<file path="src/rtl/core/acd_pkg.sv">
// Package for the audio click detector: widths, register indexes and shared types.
// Has no dependencies; every module of the block imports it.
`timescale 1ns / 1ps

package acd_pkg;

    localparam int NUM_CH      = 4;
    localparam int SAMPLE_BITS = 16;
    localparam int SUM_W       = SAMPLE_BITS + 2;
    localparam int FRAC_BITS   = 8;
    localparam int SMOOTH_W    = SUM_W + FRAC_BITS;
    localparam int ALPHA_NUM   = 77;
    localparam int ALPHA_W     = 7;
    localparam int CNT_W       = 32;
    localparam int CC_W        = 3;
    localparam int THR_W       = 18;
    localparam int DEB_W       = 24;
    localparam int CFG_IDX_W   = 2;
    localparam int CFG_DATA_W  = 24;

    localparam logic [CC_W-1:0]  CC_RESET       = CC_W'(2);
    localparam logic [THR_W-1:0] JUMP_THR_RESET = THR_W'(4096);
    localparam logic [THR_W-1:0] SLOPE_THR_RESET = THR_W'(4096);
    localparam logic [DEB_W-1:0] DEBOUNCE_RESET = DEB_W'(4800);

    typedef enum logic [CFG_IDX_W-1:0] {
        CFG_CHANNEL_COUNT = 2'd0,
        CFG_JUMP_THR      = 2'd1,
        CFG_SLOPE_THR     = 2'd2,
        CFG_DEBOUNCE      = 2'd3
    } t_cfg_index;

    typedef logic signed [SAMPLE_BITS-1:0] t_sample;
    typedef logic signed [SUM_W-1:0]       t_sum;

    typedef struct packed {
        logic level_jump;
        logic slope_jump;
        logic crack_event;
        logic crack_latched;
    } t_flags;

endpackage

</file>
<file path="src/rtl/core/audio_click_detector.sv">
// Top level of the audio click detector: config registers, beat control, lanes and core.
// Depends on acd_pkg, acd_merge and acd_detect.
`timescale 1ns / 1ps

// Takes one frame of four signed Q1.15 channel samples per beat and returns one
// beat of four flags per frame. Throughput is one frame per clock while the output
// is not stalled; a result beat moves from the stage-one register into the output
// register and waits there until taken. Stage one holds the per-channel lanes and
// the adder that merges them into the frame sum; stage two is the detector core, and
// its combinational loop (difference, deviation, multiply by 77/256 and add back into
// the smoothed slope) is what sets the clock period. The output beat sits in its own
// register, so a new frame is taken while a result waits for the downstream side;
// with both stages full and the output stalled, o_in_ready drops. Write configuration
// only while no frame is in flight. channel_count above four sums all four channels,
// zero gives a sum of zero. The crack latch, the frame counter (saturating) and the
// debounce origin clear only at reset.
module audio_click_detector (
    input  logic                              i_clk,
    input  logic                              i_rst_n,
    input  logic                              i_in_valid,
    output logic                              o_in_ready,
    input  logic signed [15:0]                i_sample_ch0,
    input  logic signed [15:0]                i_sample_ch1,
    input  logic signed [15:0]                i_sample_ch2,
    input  logic signed [15:0]                i_sample_ch3,
    output logic                              o_out_valid,
    input  logic                              i_out_ready,
    output logic                              o_level_jump,
    output logic                              o_slope_jump,
    output logic                              o_crack_event,
    output logic                              o_crack_latched,
    input  logic                              i_cfg_we,
    input  logic [acd_pkg::CFG_IDX_W-1:0]     i_cfg_index,
    input  logic [acd_pkg::CFG_DATA_W-1:0]    i_cfg_data
);
    import acd_pkg::*;

    logic [CC_W-1:0]   r_channel_count;
    logic [THR_W-1:0]  r_jump_thr;
    logic [THR_W-1:0]  r_slope_thr;
    logic [DEB_W-1:0]  r_debounce;

    logic              r_s1_valid;
    logic              r_out_valid;
    logic              s1_load;
    logic              s2_load;
    logic              core_load;

    t_sample [3:0]     samples;
    t_sum              frame_sum;
    t_flags            flags;
    logic              crack_flag;

    // Configuration: plain write, no read-back
    always_ff @(posedge i_clk) begin
        if (!i_rst_n) begin
            r_channel_count <= CC_RESET;
            r_jump_thr      <= JUMP_THR_RESET;
            r_slope_thr     <= SLOPE_THR_RESET;
            r_debounce      <= DEBOUNCE_RESET;
        end else if (i_cfg_we) begin
            unique case (t_cfg_index'(i_cfg_index))
                CFG_CHANNEL_COUNT: r_channel_count <= i_cfg_data[CC_W-1:0];
                CFG_JUMP_THR:      r_jump_thr      <= i_cfg_data[THR_W-1:0];
                CFG_SLOPE_THR:     r_slope_thr     <= i_cfg_data[THR_W-1:0];
                CFG_DEBOUNCE:      r_debounce      <= i_cfg_data[DEB_W-1:0];
                default: ;
            endcase
        end
    end

    // Beat control: the output register loads when empty or drained this cycle;
    // stage one advances into it, and takes a new beat whenever it has room.
    assign s2_load    = !r_out_valid || i_out_ready;
    assign core_load  = r_s1_valid && s2_load;
    assign o_in_ready = !r_s1_valid || s2_load;
    assign s1_load    = i_in_valid && o_in_ready;

    always_ff @(posedge i_clk) begin
        if (!i_rst_n) begin
            r_s1_valid  <= 1'b0;
            r_out_valid <= 1'b0;
        end else begin
            if (s1_load) begin
                r_s1_valid <= 1'b1;
            end else if (s2_load) begin
                r_s1_valid <= 1'b0;
            end
            if (s2_load) begin
                r_out_valid <= r_s1_valid;
            end
        end
    end

    assign samples = {i_sample_ch3, i_sample_ch2, i_sample_ch1, i_sample_ch0};

    // Stage one: gate each channel in its lane and merge into the frame sum
    acd_merge u_merge (
        .i_clk           (i_clk),
        .i_load          (s1_load),
        .i_samples       (samples),
        .i_channel_count (r_channel_count),
        .o_sum           (frame_sum)
    );

    // Stage two: compares, smoothing, debounce; flags land in the output register
    acd_detect u_detect (
        .i_clk        (i_clk),
        .i_rst_n      (i_rst_n),
        .i_load       (core_load),
        .i_sum        (frame_sum),
        .i_jump_thr   (r_jump_thr),
        .i_slope_thr  (r_slope_thr),
        .i_debounce   (r_debounce),
        .o_flags      (flags),
        .o_crack_flag (crack_flag)
    );

    assign o_out_valid     = r_out_valid;
    assign o_level_jump    = flags.level_jump;
    assign o_slope_jump    = flags.slope_jump;
    assign o_crack_event   = flags.crack_event;
    assign o_crack_latched = flags.crack_latched;

    // The crack latch never clears outside reset
    a_latch_sticky: assert property (@(posedge i_clk) disable iff (!i_rst_n)
        crack_flag |=> crack_flag)
        else $error("crack latch cleared");

    // A reported crack always shows the latch set in the same beat
    a_event_latched: assert property (@(posedge i_clk) disable iff (!i_rst_n)
        (o_out_valid && o_crack_event) |-> o_crack_latched)
        else $error("crack event without latch");

    // Input stalls only when stage one is full and cannot drain
    a_ready_stall: assert property (@(posedge i_clk) disable iff (!i_rst_n)
        !o_in_ready |-> (r_s1_valid && r_out_valid && !i_out_ready))
        else $error("input stalled with room available");

    // A result beat appears only after a frame went through the core
    a_out_source: assert property (@(posedge i_clk) disable iff (!i_rst_n)
        $rose(r_out_valid) |-> $past(core_load))
        else $error("output beat without a frame");

endmodule

</file>
<file path="src/rtl/core/acd_lane.sv">
// One channel lane: sign-extend a sample and gate it by the active channel count.
// Depends on acd_pkg.
`timescale 1ns / 1ps

module acd_lane (
    input  acd_pkg::t_sample i_sample,
    input  logic             i_lane_on,
    output acd_pkg::t_sum    o_term
);
    import acd_pkg::*;

    // drop inactive channels, widen active ones to sum width
    assign o_term = i_lane_on ? t_sum'(i_sample) : '0;

endmodule

</file>
<file path="src/rtl/core/acd_merge.sv">
// Lanes and merge stage: one lane per channel, adder tree, registered frame sum.
// Depends on acd_pkg and acd_lane.
`timescale 1ns / 1ps

module acd_merge (
    input  logic                         i_clk,
    input  logic                         i_load,
    input  acd_pkg::t_sample [3:0]       i_samples,
    input  logic [acd_pkg::CC_W-1:0]     i_channel_count,
    output acd_pkg::t_sum                o_sum
);
    import acd_pkg::*;

    t_sum         terms [NUM_CH];
    t_sum         pair_a;
    t_sum         pair_b;
    t_sum         r_sum;

    for (genvar k = 0; k < NUM_CH; k++) begin : g_lane
        acd_lane u_lane (
            .i_sample  (i_samples[k]),
            .i_lane_on (i_channel_count > CC_W'(k)),
            .o_term    (terms[k])
        );
    end

    // two-level tree; four full-scale samples fit the sum width
    assign pair_a = terms[0] + terms[1];
    assign pair_b = terms[2] + terms[3];

    always_ff @(posedge i_clk) begin
        if (i_load) begin
            r_sum <= pair_a + pair_b;
        end
    end

    assign o_sum = r_sum;

endmodule

</file>
<file path="src/rtl/core/acd_detect.sv">
// Detector core: level and slope compares, smoothed slope, debounce and crack latch.
// Depends on acd_pkg.
`timescale 1ns / 1ps

module acd_detect (
    input  logic                         i_clk,
    input  logic                         i_rst_n,
    input  logic                         i_load,
    input  acd_pkg::t_sum                i_sum,
    input  logic [acd_pkg::THR_W-1:0]    i_jump_thr,
    input  logic [acd_pkg::THR_W-1:0]    i_slope_thr,
    input  logic [acd_pkg::DEB_W-1:0]    i_debounce,
    output acd_pkg::t_flags              o_flags,
    output logic                         o_crack_flag
);
    import acd_pkg::*;

    localparam int PROD_W = SMOOTH_W + 1 + ALPHA_W + 1;

    t_sum                        r_prev_sum;
    logic [SMOOTH_W-1:0]         r_smooth;
    logic [CNT_W-1:0]            r_frame_cnt;
    logic [CNT_W-1:0]            r_crack_time;
    logic                        r_crack_flag;
    t_flags                      r_flags;

    logic signed [SUM_W:0]       diff;
    logic [SUM_W-1:0]            mag;
    logic [SMOOTH_W-1:0]         target;
    logic signed [SMOOTH_W:0]    err;
    logic [SMOOTH_W-1:0]         dev;
    logic signed [PROD_W-1:0]    prod;
    logic signed [PROD_W-1:0]    step;
    logic [CNT_W-1:0]            elapsed;
    logic                        level;
    logic                        slope;
    logic                        crack;
    logic [SMOOTH_W-1:0]         n_smooth;
    logic [CNT_W-1:0]            n_frame_cnt;

    always_comb begin
        diff    = (SUM_W+1)'(i_sum) - (SUM_W+1)'(r_prev_sum);
        mag     = diff[SUM_W] ? SUM_W'(-diff) : SUM_W'(diff);
        target  = {mag, FRAC_BITS'(0)};
        err     = $signed({1'b0, target}) - $signed({1'b0, r_smooth});
        dev     = err[SMOOTH_W] ? SMOOTH_W'(-err) : SMOOTH_W'(err);
        level   = mag > SUM_W'(i_jump_thr);
        slope   = dev > {i_slope_thr, FRAC_BITS'(0)};
        elapsed = r_frame_cnt - r_crack_time;
        crack   = (level || slope) && (elapsed > CNT_W'(i_debounce));
        // arithmetic shift floors toward minus infinity
        prod    = PROD_W'(err) * $signed(PROD_W'(ALPHA_NUM));
        step    = prod >>> FRAC_BITS;
        n_smooth    = r_smooth + step[SMOOTH_W-1:0];
        n_frame_cnt = (&r_frame_cnt) ? r_frame_cnt : r_frame_cnt + CNT_W'(1);
    end

    always_ff @(posedge i_clk) begin
        if (!i_rst_n) begin
            r_prev_sum   <= '0;
            r_smooth     <= '0;
            r_frame_cnt  <= '0;
            r_crack_time <= '0;
            r_crack_flag <= 1'b0;
        end else if (i_load) begin
            r_prev_sum  <= i_sum;
            r_smooth    <= n_smooth;
            r_frame_cnt <= n_frame_cnt;
            if (crack) begin
                // only the first crack sets the debounce origin
                if (!r_crack_flag) begin
                    r_crack_time <= r_frame_cnt;
                end
                r_crack_flag <= 1'b1;
            end
        end
    end

    always_ff @(posedge i_clk) begin
        if (i_load) begin
            r_flags <= '{level_jump:    level,
                         slope_jump:    slope,
                         crack_event:   crack,
                         crack_latched: r_crack_flag || crack};
        end
    end

    assign o_flags      = r_flags;
    assign o_crack_flag = r_crack_flag;

endmodule
</file>
<file path="config.mk">
export PLATFORM = sky130hd
export DESIGN_NAME = audio_click_detector
export DESIGN_NICKNAME = d
export VERILOG_FILES = /design/src/rtl/core/acd_pkg.sv /design/src/rtl/core/audio_click_detector.sv /design/src/rtl/core/acd_lane.sv /design/src/rtl/core/acd_merge.sv /design/src/rtl/core/acd_detect.sv
export SDC_FILE = /design/constraint.sdc
export NUM_CORES = 1
export LEC_CHECK = 0
export BUFFER_PORTS_ARGS = -buffer_cell sky130_fd_sc_hd__clkbuf_2
export CAP_MARGIN = 40
export CORE_MARGIN = 2
export CORE_UTILIZATION = 64
export DETAILED_ROUTE_END_ITERATION = 6
export PLACE_DENSITY = 0.89
export SYNTH_ARGS = -nofsm -noshare
export SYNTH_HDL_FRONTEND = slang
export SYNTH_SLANG_ARGS = --single-unit
</file>
<file path="constraint.sdc">
create_clock -name i_clk -period 12.83 [get_ports i_clk]
set_input_delay 2.566 -clock i_clk [delete_from_list [all_inputs] [get_ports i_clk]]
set_output_delay 2.566 -clock i_clk [all_outputs]
set_load 0.02 [all_outputs]
</file>
==> results of run 1 <==
## layer usage
layer | vias to the layer above | wire length, um | global-route usage
li1 | 8600 | - | -
met2 | 557 | 24000 | 0.531
met3 | 108 | 2510 | 0.0343
met1 | 8496 | 21300 | 0.382
met5 | - | 0 | 0
met4 | 0 | 1330 | 0.114
## cell type report
cell class,instances,share of cell area
timing repair buffer,113,0.0295
sequential,196,0.190
antenna,1,0.000115
clock buffer,17,0.0195
inverter,335,0.0577
tap,402,0.0231
multi-input combinational,1918,0.669
clock inverter,15,0.0109
## per-stage QoR
step / util / area, sq um / setup slack [ps]
2_1_floorplan: - / 20300 / 2490
3_3_place_gp: 0.671 / 21100 / 1980
3_5_place_dp: 0.673 / 21100 / 1550
4_1_cts: 0.695 / 21800 / 1380
5_1_grt: 0.695 / 21800 / 233
6_report: 0.695 / 21800 / 1230
## cell families (layout without fill, tap and decap cells)
| logic type | Yosys count | count (layout) | share of synthesized area |
|---|---|---|---|
| simple gates | 808 | 808 | 0.190 |
| compound gates | 522 | 522 | 0.171 |
| buf+inv | 402 | 480 | 0.0756 |
| fa+ha+maj | 381 | 381 | 0.267 |
| flops | 196 | 196 | 0.204 |
| xor+xnor | 168 | 168 | 0.0733 |
| mux | 39 | 39 | 0.0193 |
| other cells | 0 | 1 | 0 |
## state kept, by name, indices dropped and copies added, names as in the netlist
signal / cells
u_detect.r_crack_time: 32
u_detect.r_frame_cnt: 32
r_debounce: 24
u_detect.o_flags: 4
r_jump_thr: 18
r_channel_count: 3
r_slope_thr: 18
u_detect.o_crack_flag: 1
u_detect.r_prev_sum: 18
o_out_valid: 1
r_s1_valid: 1
u_detect.r_smooth: 26
u_merge.o_sum: 18
## how the worst max path moves through the flow
stage | startpoint | to | slack (ps) | cells after the start
6_report | u_merge.o_sum[0] | u_detect.r_smooth[25] | 1230 | 48
5_1_grt | u_merge.o_sum[0] | u_detect.r_smooth[25] | 230 | 45
4_1_cts | u_merge.o_sum[0] | u_detect.r_smooth[25] | 1380 | 45
3_5_place_dp | u_merge.o_sum[0] | u_detect.r_smooth[25] | 1550 | 45
2_1_floorplan | u_merge.o_sum[0] | u_detect.r_smooth[25] | 2490 | 47
3_3_place_gp | u_merge.o_sum[0] | u_detect.r_smooth[25] | 1980 | 47
## worst max-delay path: cells and delay by family, from the launching register on
kind                     cells  cell delay [ps]
flip-flops                   1              350
multiplexers                 1              180
AO/OA/AOI/OAI               25             5640
XOR/XNOR                     3              580
adder cells (fa/ha/maj)      9             3480
buffers and inverters        5              450
AND/OR/NAND/NOR              5              880
## layout by cell type (no fill, tap or decap), types with 16 or more instances in the layout
cell type	synthesis	final
a21o_1	67	67
and3_1	26	26
o21a_1	28	28
and2_1	63	63
nor3_1	27	27
nand2b_1	17	16
a21boi_0	87	87
clkbuf_16	0	17
nor2_1	107	107
a21oi_1	118	118
nor2b_1	45	45
clkbuf_2	0	99
fa_1	85	85
ha_1	296	296
xor2_1	54	54
o211ai_1	16	16
edfxtp_1	22	22
nand3_1	47	47
or3_1	20	20
mux2i_1	39	39
o21bai_1	16	16
dfxtp_1	174	174
nand2_1	380	380
o21ai_0	104	104
inv_1	334	334
xnor2_1	113	113
nand4_1	28	28
==> qor.txt, run 1 <==
Status: finished, final reports clean
Worst setup SP type: flip-flop
Hold-fix buffers, CTS: 0
Netlist cell types: 79
Seq/Total Area, Yosys: 0.204
# port buffers: 100
Worst hold-check path type: reg2reg
DR vias/cell: 5.93
Dpl hpwl: 37.9 mm
CTS buffer count: 17
Post-synth ARST share: 0
First-pass GRT wire length: 82.5 mm
Final ANT Viol Nets: 0
Hold Crit Depth: 2
WHS: 460 ps
WL final: 49.1 mm
Final #Nets: 3057
Crit-path max cell delay: 650 ps
Fmax: 86.2 MHz
CP required: 13250 ps
Worst Path Class, Setup: reg2reg
Routed wire per std cell: 16.4 um
Pin count of the biggest net entering global routing: 97
CTS clock-pin slew for the worst setup and hold paths: 100 ps
Ys Warns: 0
Setup Viol. Count Final: 0
Non-Filler Instances: 2997
Most frequent CP cell: a21oi_1
GP Congestion: 0.942
Clock Tree Buf Depth: 2
Share of post-route cells with drive strength above 1: 0.0686
Vias: 17.8k
Slowest CP cell: o41ai_1
Ys flop type: dfxtp_1
Synth area leaders: ha_1 18%, dfxtp_1 17%, fa_1 8.4%
All-Layer GR Usage: 0.302
Clock Skews: 20.1 ps
Final worst-path cycle share: 0.904
Max-cap violations: 0
CTS H-tree lvls: 4
CP endpoint kind: flip-flop
Net Count, Synth: 2992
Vias in the first global route: 17.8k
Most frequent cell after synthesis: nand2_1
RR Endpoint: u_detect.r_smooth[25]
Die Wd: 182 um
Area share of the largest cell type after synthesis: 0.183
TritonCTS clock tree: built
Top cells by count, synth: 380 x nand2_1, 334 x inv_1, 296 x ha_1
Placed insts: 2964
Die ar.: 0.0331 sq mm
Clock Latency Late Sink: 480 ps
Multi-input gate area: 0.0146 sq mm
Post-synth EDFFs: 22
CTS Root Cell: clkbuf_16
Avg Inst Size Synth: 8.06 sq um
Initial Util: 0.646
Drt initial violations: 1225
Cell Area, Synth: 0.0203 sq mm
RSZ-0062 raised after global routing: false
Area grow syn2layout: 7.60%
Final hold vios: 0
Sink Count: 196
Least-Margin Pin Slew: 887 ps
Fill count: 2278
Ports: 101
Seq. cell area: 0.00414 sq mm
Die span in y: 182 um
Pins over their slew limit: 0
Worst Path Max Fanout: 14
Critical path arrival: 12020 ps
HP Start: u_detect.r_crack_time[8]
Total negative slack: 0 ps
Final min period: 11600 ps
Post-Syn Instances: 2516
Worst r2r path cells: 48
Antenna violations before repair: 0
Rows: 65
Post-CTS sizing: 0
Area leader, netlist: ha_1
Postcts setup bufs: 0
Synth Register Bits: 196
Router iterations before antenna repair: 6
Grt ovf: 0
Core box area: 0.0314 sq mm
Hold path endpoint: u_detect.r_crack_time[8]
R2R Setup Slk: 1230 ps
Worst r2r src: u_merge.o_sum[0]
Relative slew slack: 0.407
DRC: 0
Power of run 1 is left out: the tool's default activity adds up to more than one toggle a clock period on the data nets, which glitch-free logic cannot reach.
==> inputs of run 2 (changes only) <==
CORE_UTILIZATION = 65   (was 64)
CTS_BUF_LIST = sky130_fd_sc_hd__clkbuf_8   (was unset)
PLACE_DENSITY = 0.9   (was 0.89)
==> run 2 against run 1 <==
Hold slack gained 5.7 ps. Critical endpoint unchanged. Clock skew grew 9.6 ps. Critical path type unchanged. Core utilization grew 0.86 points. Die area shrank 1.5%. Via count shrank 0.48%.
==> qor.txt, run 2 (synthesis gave the netlist of run 1 again) <==
CP endpoint kind: flip-flop
CTS buffer count: 17
DRC: 0
Worst hold-check path type: reg2reg
Clock Latency Late Sink: 530 ps
Pin count of the biggest net entering global routing: 101
Worst setup SP type: flip-flop
GRT busiest layer: met2
Die span in y: 181 um
Placed cell area: 0.0211 sq mm
Met3 usage: 0.0342
Crit-path max cell delay: 650 ps
Worst Path Max Fanout: 14
CP required: 13290 ps
Hold Crit Depth: 2
Total negative slack: 0 ps
Bufs and invs on worst path: 3
DR vias/cell: 5.91
Rows: 64
Pins over their slew limit: 0
First-pass GRT wire length: 81.0 mm
Final Util: 0.703
Design area: 0.0216 sq mm
Vias in the first global route: 17.5k
Antenna violations before repair: 0
Final #Nets: 3056
R2R Setup Slk: 1100 ps
Ports: 101
Initial Util: 0.661
CTS Root Cell: clkbuf_8
Routed wire per std cell: 16.2 um
Least-Margin Pin Slew: 881 ps
TritonCTS clock tree: built
Met2 usage in global routing: 0.515
Final hold vios: 0
Post-CTS sizing: 0
Area grow syn2layout: 6.43%
HP Start: u_detect.r_crack_time[22]
RSZ-0062 raised after global routing: false
Crit path launch: u_merge.o_sum[0]
Postcts setup bufs: 0
Worst r2r path cells: 45
Final worst-path cycle share: 0.914
Grt ovf: 0
Share of post-route cells with drive strength above 1: 0.0683
# port buffers: 100
CTS H-tree lvls: 4
Dpl hpwl: 38.5 mm
All-Layer GR Usage: 0.296
WL final: 48.5 mm
Critical path arrival: 12190 ps
Clock Tree Buf Depth: 2
Hold-fix buffers, CTS: 0
RR Endpoint: u_detect.r_smooth[25]
Commonest non-fill, non-tap cells in the layout: 380 x nand2_1, 334 x inv_1, 296 x ha_1, 174 x dfxtp_1, 118 x a21oi_1
Worst r2r src: u_merge.o_sum[0]
Fmax: 85.3 MHz
CP delay by family, top: compound AO/OA/AOI/OAI gates
Slowest CP cell: o41ai_1
Router iterations before antenna repair: 5
Vias: 17.7k
Worst Path Class, Setup: reg2reg
Die Wd: 181 um
Clock Skews: 29.8 ps
Core box area: 0.0307 sq mm
Setup Viol. Count Final: 0
Most common cell after layout, fill and taps aside: nand2_1
M1 GR Usage: 0.385
Max-cap violations: 0
Final min period: 11730 ps
Sink Count: 196
CTS clock-pin slew for the worst setup and hold paths: 130 ps
Final ANT Viol Nets: 0
GP Congestion: 0.941
Die ar.: 0.0326 sq mm
Relative slew slack: 0.408
Drt initial violations: 1285
Hold path endpoint: u_detect.r_crack_time[22]
Status: finished, final reports clean
Top Registers: u_detect.r_crack_time: 32 flops, u_detect.r_frame_cnt: 32 flops, u_detect.r_smooth: 26 flops
# diodes: 0
-- run 2: cell count changes in the layout (fill, tap and decap cells not counted), sizes merged --
cell | previous run | this run
clkinv | 4 | 6
bufinv | 0 | 1
buf | 14 | 13
inv | 346 | 343
diode | 1 | 0
-- run 2: area by class of cell --
cell class                      count  area, sq um
Clock buffer                       17          234
Clock inverter                     15          220
Fill cell                        2275         9100
Inverter                          335         1260
Multi-Input combinational cell   1918        14600
Sequential cell                   196         4140
Tap cell                          396          495
Timing Repair Buffer              112          626
-- run 2: per-layer routing --
| layer | share of wire | up-vias |
|---|---|---|
| li1 | - | 8591 |
| met1 | 0.44 | 8436 |
| met2 | 0.48 | 557 |
| met3 | 0.053 | 92 |
| met4 | 0.022 | 0 |
| met5 | 0 | - |
-- run 2: through the flow --
| step | hold WS [ps] | setup WS [ps] | instances |
|---|---|---|---|
| floorplan | 435 | 2490 | 2516 |
| global placement | 443 | 1950 | 2952 |
| detailed placement | 452 | 1490 | 2957 |
| CTS | 469 | 1330 | 2989 |
| global route | 485 | 268 | 2989 |
| finish | 466 | 1100 | 2989 |
-- run 2: worst min-delay path, stage by stage (launching register included) --
cell     delay (ps)
dfxtp_1         330
nand2_1          50
mux2i_1          50
-- run 2: worst max-delay path by stage --
stage | endpoint | slack (ps) | depth (start not counted)
floorplan | u_detect.r_smooth[25] | 2490 | 47
global placement | u_detect.r_smooth[25] | 1950 | 45
detailed placement | u_detect.r_smooth[25] | 1490 | 45
CTS | u_detect.r_smooth[25] | 1330 | 45
global route | u_detect.r_smooth[25] | 270 | 45
finish | u_detect.r_smooth[25] | 1100 | 45
Power of run 2 is left out for the same reason.
